==> src/hw/rtl/bsfr_pkg.sv <==
`timescale 1ns / 1ps
// ----------------------------------------------------------------------------
// Byte-stuffed frame receiver package
// Shared types, constants and the CRC-8 step function.
// ----------------------------------------------------------------------------
package bsfr_pkg;

    localparam int FRAME_BYTES_DEF = 64;
    // Frame length counter width, covering the largest supported buffer.
    localparam int LEN_W = 7;
    localparam int PIDX_W = 6;
    localparam int HEADER_BYTES = 8;
    localparam int HDR_KEEP = 7;
    localparam int CFG_IDX_W = 8;

    localparam logic [7:0] VERSION_ONE = 8'h01;
    localparam int MASTER_BIT = 1;
    localparam int NOTIFY_BIT = 2;

    localparam logic [CFG_IDX_W-1:0] CFG_DELIM = 8'd0;
    localparam logic [CFG_IDX_W-1:0] CFG_ESCAPE = 8'd1;
    localparam logic [CFG_IDX_W-1:0] CFG_MASK = 8'd2;
    localparam logic [CFG_IDX_W-1:0] CFG_POLY = 8'd3;

    localparam logic [7:0] DELIM_RST = 8'h7E;
    localparam logic [7:0] ESCAPE_RST = 8'h7D;
    localparam logic [7:0] MASK_RST = 8'h20;
    localparam logic [7:0] POLY_RST = 8'h2F;

    typedef enum logic [2:0] {
        ST_OK          = 3'd0,
        ST_SHORT       = 3'd1,
        ST_BAD_CRC     = 3'd2,
        ST_BAD_VERSION = 3'd3,
        ST_NOT_MASTER  = 3'd4,
        ST_NOTIFY      = 3'd5
    } t_status;

    typedef enum logic [1:0] {
        US_IDLE,
        US_HDR,
        US_EVAL,
        US_PAY
    } t_unload_state;

    typedef struct packed {
        logic [7:0] delim;
        logic [7:0] escape;
        logic [7:0] mask;
        logic [7:0] poly;
    } t_cfg;

    typedef struct packed {
        logic             fire;
        logic [LEN_W-1:0] len;
        logic [7:0]       crc_chk;
    } t_close;

    // One byte of CRC-8, MSB first.
    function automatic logic [7:0] crc8_update(input logic [7:0] crc,
                                               input logic [7:0] data,
                                               input logic [7:0] poly);
        logic [7:0] c;
        c = crc ^ data;
        for (int i = 0; i < 8; i++) begin
            c = c[7] ? ({c[6:0], 1'b0} ^ poly) : {c[6:0], 1'b0};
        end
        return c;
    endfunction

endpackage

==> src/hw/rtl/bsfr_store.sv <==
`timescale 1ns / 1ps
// ----------------------------------------------------------------------------
// Frame store
// Single-port-write, single-port-read byte memory with registered read data.
// ----------------------------------------------------------------------------
module bsfr_store #(
    parameter int DEPTH = bsfr_pkg::FRAME_BYTES_DEF,
    parameter int AW    = $clog2(DEPTH)
) (
    input  logic          i_clk,
    input  logic          i_wr_en,
    input  logic [AW-1:0] i_wr_addr,
    input  logic [7:0]    i_wr_data,
    input  logic          i_rd_en,
    input  logic [AW-1:0] i_rd_addr,
    output logic [7:0]    o_rd_data
);

    logic [7:0] mem [DEPTH];
    logic [7:0] r_rd_data;

    always_ff @(posedge i_clk) begin
        if (i_wr_en) begin
            mem[i_wr_addr] <= i_wr_data;
        end
    end

    always_ff @(posedge i_clk) begin
        if (i_rd_en) begin
            r_rd_data <= mem[i_rd_addr];
        end
    end

    assign o_rd_data = r_rd_data;

endmodule

==> src/hw/rtl/bsfr_ingest.sv <==
`timescale 1ns / 1ps
// ----------------------------------------------------------------------------
// Frame ingest
// Unstuffs received bytes, keeps the running CRC and writes the frame store.
// ----------------------------------------------------------------------------
module bsfr_ingest #(
    parameter int FRAME_BYTES = bsfr_pkg::FRAME_BYTES_DEF,
    parameter int AW          = $clog2(FRAME_BYTES)
) (
    input  logic                  i_clk,
    input  logic                  i_rst_n,
    input  logic                  i_accept,
    input  logic [7:0]            i_rx_byte,
    input  bsfr_pkg::t_cfg        i_cfg,
    output logic                  o_wr_en,
    output logic [AW-1:0]         o_wr_addr,
    output logic [7:0]            o_wr_data,
    output bsfr_pkg::t_close      o_close
);

    logic [bsfr_pkg::LEN_W-1:0] r_count, n_count;
    logic                       r_esc, n_esc;
    logic [7:0]                 r_crc, n_crc;
    logic [7:0]                 r_crc_prev, n_crc_prev;
    logic                       store;
    logic [7:0]                 data;

    always_comb begin
        n_count    = r_count;
        n_esc      = r_esc;
        n_crc      = r_crc;
        n_crc_prev = r_crc_prev;
        store      = 1'b0;
        data       = r_esc ? (i_rx_byte ^ i_cfg.mask) : i_rx_byte;
        o_close    = '0;
        o_close.len     = r_count;
        o_close.crc_chk = r_crc_prev;

        if (i_accept) begin
            if (r_esc) begin
                n_esc = 1'b0;
                store = 1'b1;
            end else if (i_rx_byte == i_cfg.delim) begin
                if (r_count != '0) begin
                    o_close.fire = 1'b1;
                    n_count      = '0;
                    n_crc        = '0;
                    n_crc_prev   = '0;
                end
            end else if (i_rx_byte == i_cfg.escape) begin
                n_esc = 1'b1;
            end else begin
                store = 1'b1;
            end
        end

        // Bytes beyond the buffer are dropped and stay out of the CRC.
        if (store && (r_count < bsfr_pkg::LEN_W'(FRAME_BYTES))) begin
            n_crc_prev = r_crc;
            n_crc      = bsfr_pkg::crc8_update(r_crc, data, i_cfg.poly);
            n_count    = r_count + bsfr_pkg::LEN_W'(1);
            o_wr_en    = 1'b1;
        end else begin
            o_wr_en    = 1'b0;
        end
        o_wr_addr = r_count[AW-1:0];
        o_wr_data = data;
    end

    always_ff @(posedge i_clk) begin
        if (!i_rst_n) begin
            r_count    <= '0;
            r_esc      <= 1'b0;
            r_crc      <= '0;
            r_crc_prev <= '0;
        end else begin
            r_count    <= n_count;
            r_esc      <= n_esc;
            r_crc      <= n_crc;
            r_crc_prev <= n_crc_prev;
        end
    end

endmodule

==> src/hw/rtl/bsfr_unload.sv <==
`timescale 1ns / 1ps
// ----------------------------------------------------------------------------
// Frame unload sequencer
// Reads a closed frame back from the store, checks it and emits the results.
// ----------------------------------------------------------------------------
module bsfr_unload #(
    parameter int FRAME_BYTES = bsfr_pkg::FRAME_BYTES_DEF,
    parameter int AW          = $clog2(FRAME_BYTES)
) (
    input  logic                         i_clk,
    input  logic                         i_rst_n,
    input  bsfr_pkg::t_close             i_close,
    input  logic [7:0]                   i_rd_data,
    output logic                         o_rd_en,
    output logic [AW-1:0]                o_rd_addr,
    output logic                         o_busy,
    output logic                         o_strobe,
    output logic [2:0]                   o_frame_status,
    output logic [31:0]                  o_frame_flags,
    output logic [15:0]                  o_frame_profile,
    output logic [7:0]                   o_payload_byte,
    output logic [bsfr_pkg::PIDX_W-1:0]  o_payload_index,
    output logic [bsfr_pkg::PIDX_W-1:0]  o_payload_count,
    output logic                         o_payload_valid,
    output logic                         o_last_of_frame
);

    localparam int LW = bsfr_pkg::LEN_W;
    localparam int PW = bsfr_pkg::PIDX_W;

    bsfr_pkg::t_unload_state r_state, n_state;
    logic [2:0]    r_idx, n_idx;
    logic [PW-1:0] r_pidx, n_pidx;
    logic [PW-1:0] r_plen, n_plen;
    logic [LW-1:0] r_len;
    logic [7:0]    r_crc_chk;
    logic          r_crc_bad;
    logic [7:0]    r_hdr [bsfr_pkg::HDR_KEEP];

    logic              r_stb, n_stb;
    bsfr_pkg::t_status r_status, n_status;
    logic [31:0]       r_flags, n_flags;
    logic [15:0]       r_profile, n_profile;
    logic [7:0]        r_pbyte, n_pbyte;
    logic [PW-1:0]     r_oidx, n_oidx;
    logic [PW-1:0]     r_olen, n_olen;
    logic              r_valid, n_valid;
    logic              r_last, n_last;

    logic [31:0]       flags;
    logic [15:0]       profile;
    logic [PW-1:0]     plen;
    bsfr_pkg::t_status eval_status;

    assign flags   = {r_hdr[4], r_hdr[3], r_hdr[2], r_hdr[1]};
    assign profile = {r_hdr[6], r_hdr[5]};
    assign plen    = PW'(r_len - LW'(bsfr_pkg::HEADER_BYTES));

    always_comb begin
        if (r_crc_bad) begin
            eval_status = bsfr_pkg::ST_BAD_CRC;
        end else if (r_hdr[0] != bsfr_pkg::VERSION_ONE) begin
            eval_status = bsfr_pkg::ST_BAD_VERSION;
        end else if (!flags[bsfr_pkg::MASTER_BIT]) begin
            eval_status = bsfr_pkg::ST_NOT_MASTER;
        end else if (flags[bsfr_pkg::NOTIFY_BIT]) begin
            eval_status = bsfr_pkg::ST_NOTIFY;
        end else begin
            eval_status = bsfr_pkg::ST_OK;
        end
    end

    always_comb begin
        n_state   = r_state;
        n_idx     = r_idx;
        n_pidx    = r_pidx;
        n_plen    = r_plen;
        o_rd_en   = 1'b0;
        o_rd_addr = '0;
        n_stb     = 1'b0;
        n_status  = r_status;
        n_flags   = r_flags;
        n_profile = r_profile;
        n_pbyte   = r_pbyte;
        n_oidx    = r_oidx;
        n_olen    = r_olen;
        n_valid   = r_valid;
        n_last    = r_last;

        unique case (r_state)
            bsfr_pkg::US_IDLE: begin
                if (i_close.fire) begin
                    if (i_close.len < LW'(bsfr_pkg::HEADER_BYTES)) begin
                        n_stb     = 1'b1;
                        n_status  = bsfr_pkg::ST_SHORT;
                        n_flags   = '0;
                        n_profile = '0;
                        n_pbyte   = '0;
                        n_oidx    = '0;
                        n_olen    = '0;
                        n_valid   = 1'b0;
                        n_last    = 1'b1;
                    end else begin
                        // Fetch the check byte first, then the header.
                        o_rd_en   = 1'b1;
                        o_rd_addr = AW'(i_close.len - LW'(1));
                        n_idx     = '0;
                        n_state   = bsfr_pkg::US_HDR;
                    end
                end
            end
            bsfr_pkg::US_HDR: begin
                o_rd_en   = 1'b1;
                o_rd_addr = AW'(r_idx);
                n_idx     = r_idx + 3'd1;
                if (r_idx == 3'(bsfr_pkg::HDR_KEEP)) begin
                    n_state = bsfr_pkg::US_EVAL;
                end
            end
            bsfr_pkg::US_EVAL: begin
                n_plen = plen;
                n_pidx = '0;
                if (eval_status != bsfr_pkg::ST_OK || plen == '0) begin
                    n_stb     = 1'b1;
                    n_status  = eval_status;
                    n_flags   = (eval_status == bsfr_pkg::ST_OK) ? flags : '0;
                    n_profile = (eval_status == bsfr_pkg::ST_OK) ? profile : '0;
                    n_pbyte   = '0;
                    n_oidx    = '0;
                    n_olen    = '0;
                    n_valid   = 1'b0;
                    n_last    = 1'b1;
                    n_state   = bsfr_pkg::US_IDLE;
                end else begin
                    n_state = bsfr_pkg::US_PAY;
                end
            end
            bsfr_pkg::US_PAY: begin
                n_stb     = 1'b1;
                n_status  = bsfr_pkg::ST_OK;
                n_flags   = flags;
                n_profile = profile;
                n_pbyte   = i_rd_data;
                n_oidx    = r_pidx;
                n_olen    = r_plen;
                n_valid   = 1'b1;
                n_last    = (r_pidx == r_plen - PW'(1));
                n_pidx    = r_pidx + PW'(1);
                if (n_last) begin
                    n_state = bsfr_pkg::US_IDLE;
                end else begin
                    o_rd_en   = 1'b1;
                    o_rd_addr = AW'(LW'(r_pidx) + LW'(bsfr_pkg::HEADER_BYTES));
                end
            end
            default: begin
                n_state = bsfr_pkg::US_IDLE;
            end
        endcase
    end

    always_ff @(posedge i_clk) begin
        if (!i_rst_n) begin
            r_state <= bsfr_pkg::US_IDLE;
            r_stb   <= 1'b0;
        end else begin
            r_state <= n_state;
            r_stb   <= n_stb;
        end
    end

    always_ff @(posedge i_clk) begin
        r_idx     <= n_idx;
        r_pidx    <= n_pidx;
        r_plen    <= n_plen;
        r_status  <= n_status;
        r_flags   <= n_flags;
        r_profile <= n_profile;
        r_pbyte   <= n_pbyte;
        r_oidx    <= n_oidx;
        r_olen    <= n_olen;
        r_valid   <= n_valid;
        r_last    <= n_last;
        if (r_state == bsfr_pkg::US_IDLE && i_close.fire) begin
            r_len     <= i_close.len;
            r_crc_chk <= i_close.crc_chk;
        end
        if (r_state == bsfr_pkg::US_HDR) begin
            if (r_idx == '0) begin
                r_crc_bad <= (i_rd_data != r_crc_chk);
            end else begin
                r_hdr[r_idx - 3'd1] <= i_rd_data;
            end
        end
    end

    assign o_busy           = (r_state != bsfr_pkg::US_IDLE);
    assign o_strobe         = r_stb;
    assign o_frame_status   = r_status;
    assign o_frame_flags    = r_flags;
    assign o_frame_profile  = r_profile;
    assign o_payload_byte   = r_pbyte;
    assign o_payload_index  = r_oidx;
    assign o_payload_count  = r_olen;
    assign o_payload_valid  = r_valid;
    assign o_last_of_frame  = r_last;

endmodule

==> src/hw/rtl/byte_stuffed_frame_receiver.sv <==
`timescale 1ns / 1ps
// ----------------------------------------------------------------------------
// Byte-stuffed frame receiver
// Deframes a byte-stuffed serial stream, checks the CRC-8 and header of each
// frame, and reports a reject status or the frame's payload bytes.
// ----------------------------------------------------------------------------
// The receiver cannot stall: every result appears on the result ports for one
// clock cycle with o_strobe high and is gone at the next edge, so the consumer
// must take it then. A byte is transferred at an edge with start high and busy
// low. Ordinary data, escape and empty-frame delimiter bytes leave busy low, so
// the next byte can follow without a hold. A delimiter that closes a frame
// shorter than the eight header and check bytes also leaves busy low, and its
// reject result appears in the following cycle. Any longer frame is read back
// through the single read port of the frame store: busy stays high through the
// check byte and header reads, the header evaluation and the payload run of one
// byte per cycle. Every result leaves through one register stage, so a reject
// or empty-payload result of such a frame follows the header evaluation, and
// the payload bytes follow back to back. The store holds no reset state and
// needs no clearing pass, because only bytes written in the current frame are
// ever read back.
// ----------------------------------------------------------------------------
module byte_stuffed_frame_receiver #(
    parameter int FRAME_BYTES = bsfr_pkg::FRAME_BYTES_DEF
) (
    input  logic                            i_clk,
    input  logic                            i_rst_n,
    input  logic                            start,
    output logic                            busy,
    input  logic [7:0]                      i_rx_byte,
    input  logic                            i_cfg_valid,
    output logic                            o_cfg_ready,
    input  logic [bsfr_pkg::CFG_IDX_W-1:0]  i_cfg_index,
    input  logic [7:0]                      i_cfg_data,
    output logic                            o_strobe,
    output logic [2:0]                      o_frame_status,
    output logic [31:0]                     o_frame_flags,
    output logic [15:0]                     o_frame_profile,
    output logic [7:0]                      o_payload_byte,
    output logic [bsfr_pkg::PIDX_W-1:0]     o_payload_index,
    output logic [bsfr_pkg::PIDX_W-1:0]     o_payload_count,
    output logic                            o_payload_valid,
    output logic                            o_last_of_frame
);

    // Address width of the frame store follows the buffer size.
    localparam int AW = $clog2(FRAME_BYTES);

    bsfr_pkg::t_cfg   r_cfg;
    bsfr_pkg::t_close close;
    logic             accept;
    logic             wr_en;
    logic [AW-1:0]    wr_addr;
    logic [7:0]       wr_data;
    logic             rd_en;
    logic [AW-1:0]    rd_addr;
    logic [7:0]       rd_data;

    assign accept      = start && !busy;
    // Configuration writes are always taken; users must only write while idle.
    assign o_cfg_ready = 1'b1;

    // Configuration registers. Writes to unlisted indexes are ignored.
    always_ff @(posedge i_clk) begin
        if (!i_rst_n) begin
            r_cfg.delim  <= bsfr_pkg::DELIM_RST;
            r_cfg.escape <= bsfr_pkg::ESCAPE_RST;
            r_cfg.mask   <= bsfr_pkg::MASK_RST;
            r_cfg.poly   <= bsfr_pkg::POLY_RST;
        end else if (i_cfg_valid && o_cfg_ready) begin
            unique case (i_cfg_index)
                bsfr_pkg::CFG_DELIM:  r_cfg.delim  <= i_cfg_data;
                bsfr_pkg::CFG_ESCAPE: r_cfg.escape <= i_cfg_data;
                bsfr_pkg::CFG_MASK:   r_cfg.mask   <= i_cfg_data;
                bsfr_pkg::CFG_POLY:   r_cfg.poly   <= i_cfg_data;
                default: begin
                end
            endcase
        end
    end

    // Byte unstuffing, CRC and store writes happen in the transfer cycle.
    bsfr_ingest #(
        .FRAME_BYTES (FRAME_BYTES),
        .AW          (AW)
    ) u_ingest (
        .i_clk     (i_clk),
        .i_rst_n   (i_rst_n),
        .i_accept  (accept),
        .i_rx_byte (i_rx_byte),
        .i_cfg     (r_cfg),
        .o_wr_en   (wr_en),
        .o_wr_addr (wr_addr),
        .o_wr_data (wr_data),
        .o_close   (close)
    );

    // Frame buffer. Writes and reads never target the same cycle because the
    // first read is on a delimiter, later ones while busy holds off new bytes.
    bsfr_store #(
        .DEPTH (FRAME_BYTES),
        .AW    (AW)
    ) u_store (
        .i_clk     (i_clk),
        .i_wr_en   (wr_en),
        .i_wr_addr (wr_addr),
        .i_wr_data (wr_data),
        .i_rd_en   (rd_en),
        .i_rd_addr (rd_addr),
        .o_rd_data (rd_data)
    );

    // Frame close: check byte, header, verdict, then the payload run.
    bsfr_unload #(
        .FRAME_BYTES (FRAME_BYTES),
        .AW          (AW)
    ) u_unload (
        .i_clk            (i_clk),
        .i_rst_n          (i_rst_n),
        .i_close          (close),
        .i_rd_data        (rd_data),
        .o_rd_en          (rd_en),
        .o_rd_addr        (rd_addr),
        .o_busy           (busy),
        .o_strobe         (o_strobe),
        .o_frame_status   (o_frame_status),
        .o_frame_flags    (o_frame_flags),
        .o_frame_profile  (o_frame_profile),
        .o_payload_byte   (o_payload_byte),
        .o_payload_index  (o_payload_index),
        .o_payload_count  (o_payload_count),
        .o_payload_valid  (o_payload_valid),
        .o_last_of_frame  (o_last_of_frame)
    );

endmodule

==> config.mk <==
export PLATFORM = sky130hd
export DESIGN_NAME = byte_stuffed_frame_receiver
export DESIGN_NICKNAME = d
export VERILOG_FILES = /design/src/hw/rtl/bsfr_pkg.sv /design/src/hw/rtl/bsfr_store.sv /design/src/hw/rtl/bsfr_ingest.sv /design/src/hw/rtl/bsfr_unload.sv /design/src/hw/rtl/byte_stuffed_frame_receiver.sv
export SDC_FILE = /design/constraint.sdc
export NUM_CORES = 1
export LEC_CHECK = 0
export BUFFER_PORTS_ARGS = -buffer_cell sky130_fd_sc_hd__buf_2
export CELL_PAD_IN_SITES_DETAIL_PLACEMENT = 0
export CELL_PAD_IN_SITES_GLOBAL_PLACEMENT = 1
export CORE_ASPECT_RATIO = 0.9
export CORE_UTILIZATION = 55
export CTS_BUF_LIST = sky130_fd_sc_hd__clkbuf_4 sky130_fd_sc_hd__clkbuf_8
export DETAILED_ROUTE_END_ITERATION = 16
export GPL_ROUTABILITY_DRIVEN = 0
export PLACE_DENSITY = 0.81
export SYNTH_ARGS = -nofsm -noshare
export SYNTH_HDL_FRONTEND = slang
export SYNTH_HIERARCHICAL = 1
export SYNTH_SLANG_ARGS = --single-unit
==> constraint.sdc <==
create_clock -name i_clk -period 10.9 [get_ports i_clk]
set_input_delay 3.27 -clock i_clk [delete_from_list [all_inputs] [get_ports i_clk]]
set_output_delay 3.27 -clock i_clk [all_outputs]
set_load 0.005 [all_outputs]
==> results.yml, run 1 <==
sta:
  finalWorstSetupSlack_ps: 2810
  clock-skew-final_ps: 29.0
  setup_viol_count_final: 0
  final_hold_vios: 0
  worstMarginPinSlew_ps: 1220
  max_slew_margin_pct: 18.7
  setup_tns_ps: 0
  grt_setup_unrepaired: "false"
  timing_max_transition_violations_final: 0
  fin_crit_ps: 8090
  final_cycle_share_pct: 74.2
  fmax_ghz: 0.124
die:
  fp.dieArea_sq_mm: 0.0578
  die_h_microns: 228
  standard_cell_core_area_sq_mm: 0.0559
  die_outline_width_microns: 253
  starting_density_pct: 55.9
  design.portCount: 104
  rows: 82
yosys:
  synth.most_common_cell: "edfxtp_1"
  synthDominantAreaCellType: "edfxtp_1"
  synth_enable_flop_cells: 679
  syn_avg_cell_area_sq_um: 16.3
  syn_nets: 1960
  netlist-cell-type-count: 100
  ys_ff_latch: 738
  synth.top_cell.area_share_pct: 65.2
  synthCells: 1915
  synth_seq_area_share_pct: 69.0
  netlist_top_cells_area: "edfxtp_1, mux4_2, dfxtp_1"
  synthTopCellsByCount: "edfxtp_1, nand2_1, mux4_2"
  yosysWarningCount: 6
  synth_async_sr_flop_share_pct: 0
  synth-main-ff-cell: "edfxtp_1"
  synth.cell_area_sq_mm: 0.0313
status:
  run_status: "completed"
drt:
  drc: 0
  drt-pass1-iter-count: 6
  routed-via-count: 17400
  route.antenna.remaining_nets: 0
  totalWireLength_mm: 67.9
  drt_iter0_markers: 1509
  post_drt_via_cell_ratio: 5.98
  wl_per_cell_microns: 23.3
grt:
  global_route.usage.total_pct: 24.0
  grt_pass1_wl_mm: 104
  grt_overflow: 0
  grt_antenna_before_repair: 0
  via_count_of_the_first_global_routing_pass: 17000
  largest_net_degree_at_the_start_of_global_routing: 74
clocking:
  cts_tree: "yes"
  post_cts_hold_buffer_count: 0
  sink_count: 738
  cts_max_level: 3
  cts.repair.resized: 0
  cts_inserted_buffers: 111
  path_clk_slew_ps: 60
  clock_path_buffers: 3
  post-cts-setup-buffer-count: 0
  clk_root_buffer_cell: "clkbuf_8"
  clock_latency_of_the_later_clocked_register_in_the_worst_skew_pair_ps: 710
final_layout:
  drive_gt1_share_pct: 22.8
  fin_area_sq_mm: 0.0347
  synthToLayoutAreaGrowth_pct: 10.9
  post-route-util_pct: 62.1
  final_nets: 2104
critical_path:
  timing.critical_path.slowest_stage_cell: "and2_1"
  cp_common_cell: "nand2_1"
  timing.critical_path.required_ps: 11360
  critPathKind: "in -> reg"
  cp_max_stage_delay_ps: 590
  cp_cell_sequence: "buf_2 > xor2_1 > nor4_1 > nand2_1 > nand3b_1 > inv_1 > and2_1 > nand2_1 > o21ai_0 > a21oi_1 > nor2_4 > buf_12 > mux4_2 > nor2b_1 > a2111oi_0 > nor3_1 > a22o_1"
  setup.worst_path.start_class: "input port"
  crit_fanout: 69
  worst_setup_path_end_kind: "register"
  worst-endpoint-arrival_ps: 8550
pwr:
  report.power.total_mw: 6.74
  ir_drop_v: 0.000100
  p_comb_share_pct: 18.7
  power-per-cell-area_mw_per_mm2: 194
  internal-power_mw: 4.90
  power_switching_share_pct: 27.3
  p_clk_share_pct: 32.2
  power_switching_mw: 1.84
  part_of_the_total_power_dissipated_in_sequential_elements_pct: 49.1
  static-leakage-power_nw: 11.4
place:
  place.detailed.hpwl_mm: 42.9
  portBuffers: 102
  post-place-ws_ps: 2070
  placed_area_sq_mm: 0.0326
worst_hold_path:
  holdCritPathClass: "reg -> reg"
job:
  max-cap-violations: 0
==> layer usage <==
layer	part of all wire, %	up-vias	track usage (%)
li1	-	7728	-
met1	43	8869	35.5
met2	48	702	36.7
met3	7.5	110	4.48
met4	1.8	0	6.38
met5	0	-	0
==> layout make-up <==
class                      instances  area, sq um
sequential                       738        21600
fill                            3973        21200
multi-input combinational       1043         9120
clock buffer                     145         1790
tap                              756          946
timing repair buffer             140          833
clock inverter                    62          342
inverter                          25         98.8
antenna                            1         2.50
==> state kept, by name (all words and copies together), names as in the netlist, 16 cells and up <==
signal                    flops
r_cfg                        32
u_unload/r_hdr               56
u_unload/o_frame_flags       32
u_store/mem                 512
u_unload/o_frame_profile     16
==> through the flow <==
stage,hold WS [ps],cells
after floorplan,408,1915
after global placement,427,2701
after detailed placement,434,2701
after CTS,445,2908
after global routing,456,2909
final,442,2910
==> path summary, 6_finish.rpt <==
| path | startpoint | to | slack, ps | depth (start not counted) |
|---|---|---|---|---|
| setup / recovery | i_rx_byte[7] | u_store/o_rd_data[7] | 2810 | 17 |
| hold / removal | u_ingest/r_crc_prev[6] | u_unload/r_crc_chk[6] | 440 | 0 |
| setup reg to reg | u_unload/r_state[0] | u_store/o_rd_data[7] | 5130 | 18 |
| hold reg to reg | u_ingest/r_crc_prev[6] | u_unload/r_crc_chk[6] | 440 | 0 |
==> cell families after synthesis <==
kind of cell / synth area share (%)
AOI/OAI and AO/OA: 4.86
xor gates and xnor gates: 3.18
adders and majority gates: 0.680
buffers and inverters: 2.30
DFF: 69.0
muxes: 11.1
other: 0.0120
and+or+nand+nor: 8.91
==> cell usage in the layout, fill, tap and decap left out, types with 47 or more instances in the layout <==
cell type	count
nor2b_1	93
edfxtp_1	679
nor2_1	100
nand2_1	123
mux2i_1	70
xor2_1	47
dfxtp_1	59
buf_2	102
clkbuf_8	112
mux4_2	119
and2_1	48
==> critical path, delay by kind of cell <==
family | cells | cell delay (ps)
and+or+nand+nor | 8 | 2640
buffers and inverters | 3 | 930
AOI/OAI and AO/OA | 4 | 900
muxes | 1 | 560
xor gates and xnor gates | 1 | 190
==> power groups by stage <==
stage | Sequential, mW | Clock [mW] | Combinational (mW)
after floorplan | 3.36 | 0 | 0.939
after global placement | 3.37 | 0 | 1.23
after detailed placement | 3.37 | 0 | 1.25
after CTS | 3.31 | 2.22 | 1.25
after global routing | 3.32 | 2.34 | 1.36
final | 3.31 | 2.17 | 1.26
No activity file was read; power rests on OpenSTA's default activity.
==> run 2: changes to the inputs <==
--- a/config.mk
+++ b/config.mk
@@ -9,11 +9,11 @@
 export CELL_PAD_IN_SITES_DETAIL_PLACEMENT = 0
 export CELL_PAD_IN_SITES_GLOBAL_PLACEMENT = 1
 export CORE_ASPECT_RATIO = 0.9
-export CORE_UTILIZATION = 55
+export CORE_UTILIZATION = 50
 export CTS_BUF_LIST = sky130_fd_sc_hd__clkbuf_4 sky130_fd_sc_hd__clkbuf_8
 export DETAILED_ROUTE_END_ITERATION = 16
 export GPL_ROUTABILITY_DRIVEN = 0
-export PLACE_DENSITY = 0.81
+export PLACE_DENSITY = 0.77
 export SYNTH_ARGS = -nofsm -noshare
 export SYNTH_HDL_FRONTEND = slang
 export SYNTH_HIERARCHICAL = 1
==> constraint.sdc (replaced) <==
create_clock -name i_clk -period 6.9 [get_ports i_clk]
set_input_delay 2.07 -clock i_clk [delete_from_list [all_inputs] [get_ports i_clk]]
set_output_delay 2.07 -clock i_clk [all_outputs]
set_load 0.005 [all_outputs]
==> results.yml, run 2 (synthesis results as in run 1) <==
sta:
  whs_ps: 453
  fin_crit_ps: 5890
  worstMarginPinSlew_ps: 1290
  setup_tns_ps: 0
  fmax_ghz: 0.170
  setup_viol_count_final: 0
  final_cycle_share_pct: 85.4
  clock-skew-final_ps: 37.3
  timing_max_transition_violations_final: 0
  final_hold_vios: 0
  max_slew_margin_pct: 13.6
  grt_setup_unrepaired: "false"
die:
  design.portCount: 104
  fp.dieArea_sq_mm: 0.0636
  die_h_microns: 239
  rows: 86
  die_outline_width_microns: 266
  starting_density_pct: 50.8
  standard_cell_core_area_sq_mm: 0.0615
place:
  placed_area_sq_mm: 0.0328
  place.detailed.hpwl_mm: 44.8
  portBuffers: 102
final_layout:
  layout_commonest_cell: "edfxtp_1"
  largest-register: "u_store/mem"
  fin_area_sq_mm: 0.0350
  synthToLayoutAreaGrowth_pct: 11.9
  final_nets: 2111
  fillCellCount: 4804
  drive_gt1_share_pct: 23.5
  most-common-layout-cells: "edfxtp_1, nand2_1, mux4_2"
  max_ffs_per_register: 512
  reg.largest.list: "u_store/mem (512), u_unload/r_hdr (56)"
drt:
  drt_iter0_markers: 1639
  route.antenna.remaining_nets: 0
  routed-via-count: 17500
  drt-pass1-iter-count: 6
  totalWireLength_mm: 69.6
  wl_per_cell_microns: 23.3
  drc: 0
  post_drt_via_cell_ratio: 5.84
worst_hold_path:
  holdCritPathClass: "reg -> reg"
critical_path:
  worst-endpoint-arrival_ps: 6490
  critPathKind: "in -> reg"
  crit_fanout: 24
  timing.critical_path.required_ps: 7490
  worst_setup_path_end_kind: "register"
  setup.worst_path.start_class: "input port"
pwr:
  static-leakage-power_nw: 11.5
  power-per-cell-area_mw_per_mm2: 309
  ir_drop_v: 0.000160
  report.power.total_mw: 10.8
clocking:
  post_cts_hold_buffer_count: 0
  clk_root_buffer_cell: "clkbuf_8"
  path_clk_slew_ps: 60
  post-cts-setup-buffer-count: 0
  sink_count: 738
  clock_path_buffers: 3
  cts_inserted_buffers: 114
  clock_latency_of_the_later_clocked_register_in_the_worst_skew_pair_ps: 730
  cts_max_level: 3
  cts_tree: "yes"
  cts.repair.resized: 0
status:
  run_status: "completed"
grt:
  grt_antenna_before_repair: 1
  largest_net_degree_at_the_start_of_global_routing: 74
  via_count_of_the_first_global_routing_pass: 17000
  grt_overflow: 0
  global_route.usage.total_pct: 22.2
  grt_pass1_wl_mm: 106
job:
  max-cap-violations: 0
[run 2: path summary, 6_finish.rpt]
check | from | end | slack, ps | cells after the start
worst min-delay path | u_unload/r_len[0] | u_unload/r_plen[0] | 450 | 0
worst max-delay path | i_rx_byte[6] | u_ingest/r_crc[1] | 1010 | 15
worst min register to register | u_unload/r_len[0] | u_unload/r_plen[0] | 450 | 0
worst max register to register | u_ingest/r_esc | u_ingest/r_crc[1] | 1760 | 14
[run 2: metrics by stage]
stage	std cells	util, %	setup WS, ps
CTS	2987	56.9	1150
detailed placement	2786	53.2	420
finish	2988	56.9	1010
floorplan	1915	-	209
global placement	2786	53.2	584
global route	2988	56.9	789
[run 2: per-layer routing]
metal | share of wire [%] | global-route usage [%]
met5 | 0 | 0
met2 | 47 | 34.1
met1 | 44 | 32.9
met4 | 1.8 | 5.66
met3 | 7.3 | 4.10
[run 2: layout make-up]
cell class / count / area, sq um / share of cell area, %
diodes: 1 / 2.50 / 0.00715
clock buffers: 151 / 1850 / 5.28
clock inverters: 50 / 373 / 1.07
inverters: 25 / 98.8 / 0.282
multi-input cells: 1043 / 9130 / 26.1
flip-flops and latches: 738 / 21600 / 61.6
well taps: 836 / 1050 / 2.99
repair buffers: 144 / 926 / 2.65
[run 2: power by group]
part	internal, mW	total (mW)	switching [mW]
sequential	5.11	5.23	0.111
combinational	0.863	2.03	1.17
clock	1.90	3.56	1.66
[run 2: worst max-delay path, stage by stage]
cell and delay [ps]:
buf_2 150, xnor2_2 170, xor2_1 160, buf_4 220, nor4_1 380, o31ai_1 170
a211oi_4 580, a32o_1 260, a211oi_1 70, xnor2_1 810, o31a_1 300, o211ai_2 110
o211ai_2 560, a21oi_1 150, a211o_1 290
==> run 3: changes to the inputs <==
--- a/config.mk
+++ b/config.mk
@@ -14,6 +14,7 @@
 export DETAILED_ROUTE_END_ITERATION = 16
 export GPL_ROUTABILITY_DRIVEN = 0
 export PLACE_DENSITY = 0.77
+export RECOVER_POWER = 100
 export SYNTH_ARGS = -nofsm -noshare
 export SYNTH_HDL_FRONTEND = slang
 export SYNTH_HIERARCHICAL = 1
==> results.yml, run 3 (synthesis results as in run 1) <==
clocking:
  sink_count: 738
  cts_tree: "yes"
  cts.repair.resized: 0
  post_cts_hold_buffer_count: 0
  cts_inserted_buffers: 114
  clock_latency_of_the_later_clocked_register_in_the_worst_skew_pair_ps: 740
  cts_max_level: 3
  post-cts-setup-buffer-count: 0
  path_clk_slew_ps: 70
  clk_root_buffer_cell: "clkbuf_8"
  clock_path_buffers: 3
final_layout:
  final_nets: 2111
  max_ffs_per_register: 512
  synthToLayoutAreaGrowth_pct: 11.1
  most-common-layout-cells: "edfxtp_1, nand2_1, mux4_2"
  drive_gt1_share_pct: 19.8
  largest-register: "u_store/mem"
  layout_commonest_cell: "edfxtp_1"
  fin_area_sq_mm: 0.0347
  reg.largest.list: "u_store/mem (512), u_unload/r_hdr (56)"
critical_path:
  cp_max_stage_delay_ps: 810
  cp_cell_sequence: "clkbuf_1 > xnor2_1 > xor2_1 > clkbuf_2 > nor4_1 > o31ai_1 > a211oi_4 > a32o_1 > a211oi_1 > xnor2_1 > o31a_1 > o211ai_1 > o211ai_2 > a21oi_1 > a211o_1"
  setup.worst_path.start_class: "input port"
  cp_common_cell: "xnor2_1"
  timing.critical_path.required_ps: 7490
  worst-endpoint-arrival_ps: 6790
  crit_fanout: 24
  worst_setup_path_end_kind: "register"
  worst-r2r-cell-count: 14
  regToRegSetupSlack_ps: 1600
  critPathKind: "in -> reg"
  timing.critical_path.slowest_stage_cell: "xnor2_1"
grt:
  via_count_of_the_first_global_routing_pass: 17000
  grt_pass1_wl_mm: 106
  grt_antenna_before_repair: 1
  global_route.usage.total_pct: 22.2
  largest_net_degree_at_the_start_of_global_routing: 74
  grt_overflow: 0
die:
  fp.dieArea_sq_mm: 0.0636
  starting_density_pct: 50.8
  die_h_microns: 239
  die_outline_width_microns: 266
  design.portCount: 104
  standard_cell_core_area_sq_mm: 0.0615
  rows: 86
drt:
  route.antenna.remaining_nets: 0
  drc: 0
  wl_per_cell_microns: 23.4
  routed-via-count: 17400
  totalWireLength_mm: 69.8
  post_drt_via_cell_ratio: 5.82
  drt-pass1-iter-count: 7
  drt_iter0_markers: 1547
pwr:
  static-leakage-power_nw: 11.2
  ir_drop_v: 0.000160
  power-per-cell-area_mw_per_mm2: 311
place:
  portBuffers: 102
  placed_area_sq_mm: 0.0328
  place.detailed.hpwl_mm: 44.8
sta:
  final_cycle_share_pct: 89.8
  setup_tns_ps: 0
  grt_setup_unrepaired: "false"
  worstMarginPinSlew_ps: 3270
  max_slew_margin_pct: -118
  clock-skew-final_ps: 40.2
  timing_max_transition_violations_final: 651
  fin_crit_ps: 6200
  final_hold_vios: 0
  fmax_ghz: 0.161
  setup_viol_count_final: 0
status:
  run_status: "finished, violations left"
  failing_checks: "capacitance limit, slew limit"
worst_hold_path:
  holdCritPathClass: "reg -> reg"
  worstHoldPathCells: 0
job:
  max-cap-violations: 11
[run 3: cell types whose count changed in the layout (fill, tap and decap cells not counted), moves of 4 or more]
cell / before / now
buf_2: 102 / 62
and2_1: 48 / 26
buf_4: 34 / 11
and2_0: 0 / 22
xnor2_1: 31 / 36
xnor2_2: 9 / 5
clkbuf_1: 0 / 60
[run 3: layer usage]
metal | share of wire, % | GRT usage, % | vias to the layer above
li1 | - | - | 7720
met3 | 7.7 | 4.10 | 95
met5 | 0 | 0 | -
met4 | 1.7 | 5.66 | 0
met2 | 47 | 34.1 | 683
met1 | 44 | 32.9 | 8898
[run 3: final timing paths]
path                                from                     to
setup reg to reg          u_ingest/r_esc      u_ingest/r_crc[1]
hold reg to reg   u_ingest/r_crc_prev[0]  u_unload/r_crc_chk[0]
hold / removal    u_ingest/r_crc_prev[0]  u_unload/r_crc_chk[0]
setup / recovery            i_rx_byte[6]      u_ingest/r_crc[1]
[run 3: where the power goes]
part           leakage [nW]  internal (mW)  total (mW)  switching (mW)
clock network          1.17           1.90        3.56            1.66
registers              6.61           5.13        5.24           0.112
logic                  3.43          0.839        2.00            1.16
total                  11.2           7.86        10.8            2.93
[run 3: worst max-delay path: cells and delay by family]
kind / cells / cell delay (ps)
AO/OA/AOI/OAI: 9 / 2470
XOR/XNOR: 3 / 1270
buffers and inverters: 2 / 500
AND/OR/NAND/NOR: 1 / 450
[run 3: layout make-up]
| cell class | count | area (sq um) |
|---|---|---|
| multi-input cells | 1043 | 9010 |
| clock inverters | 50 | 373 |
| well taps | 836 | 1050 |
| inverters | 25 | 98.8 |
| diodes | 1 | 2.50 |
| repair buffers | 144 | 792 |
| fillers | 4874 | 26800 |
| clock buffers | 151 | 1850 |
| flip-flops and latches | 738 | 21600 |
[run 3: through the flow]
stage                     hold slack, ps  std cells  utilization, %  setup slack, ps  power [mW]
after floorplan                      408       1915               -              209        6.78
after global placement               436       2786            53.2              584        7.31
after detailed placement             432       2786            53.2              420        7.34
after CTS                            450       2987            56.9             1150        10.9
after global routing                 475       2988            56.4              408        11.2
final                                451       2988            56.4              702        10.8
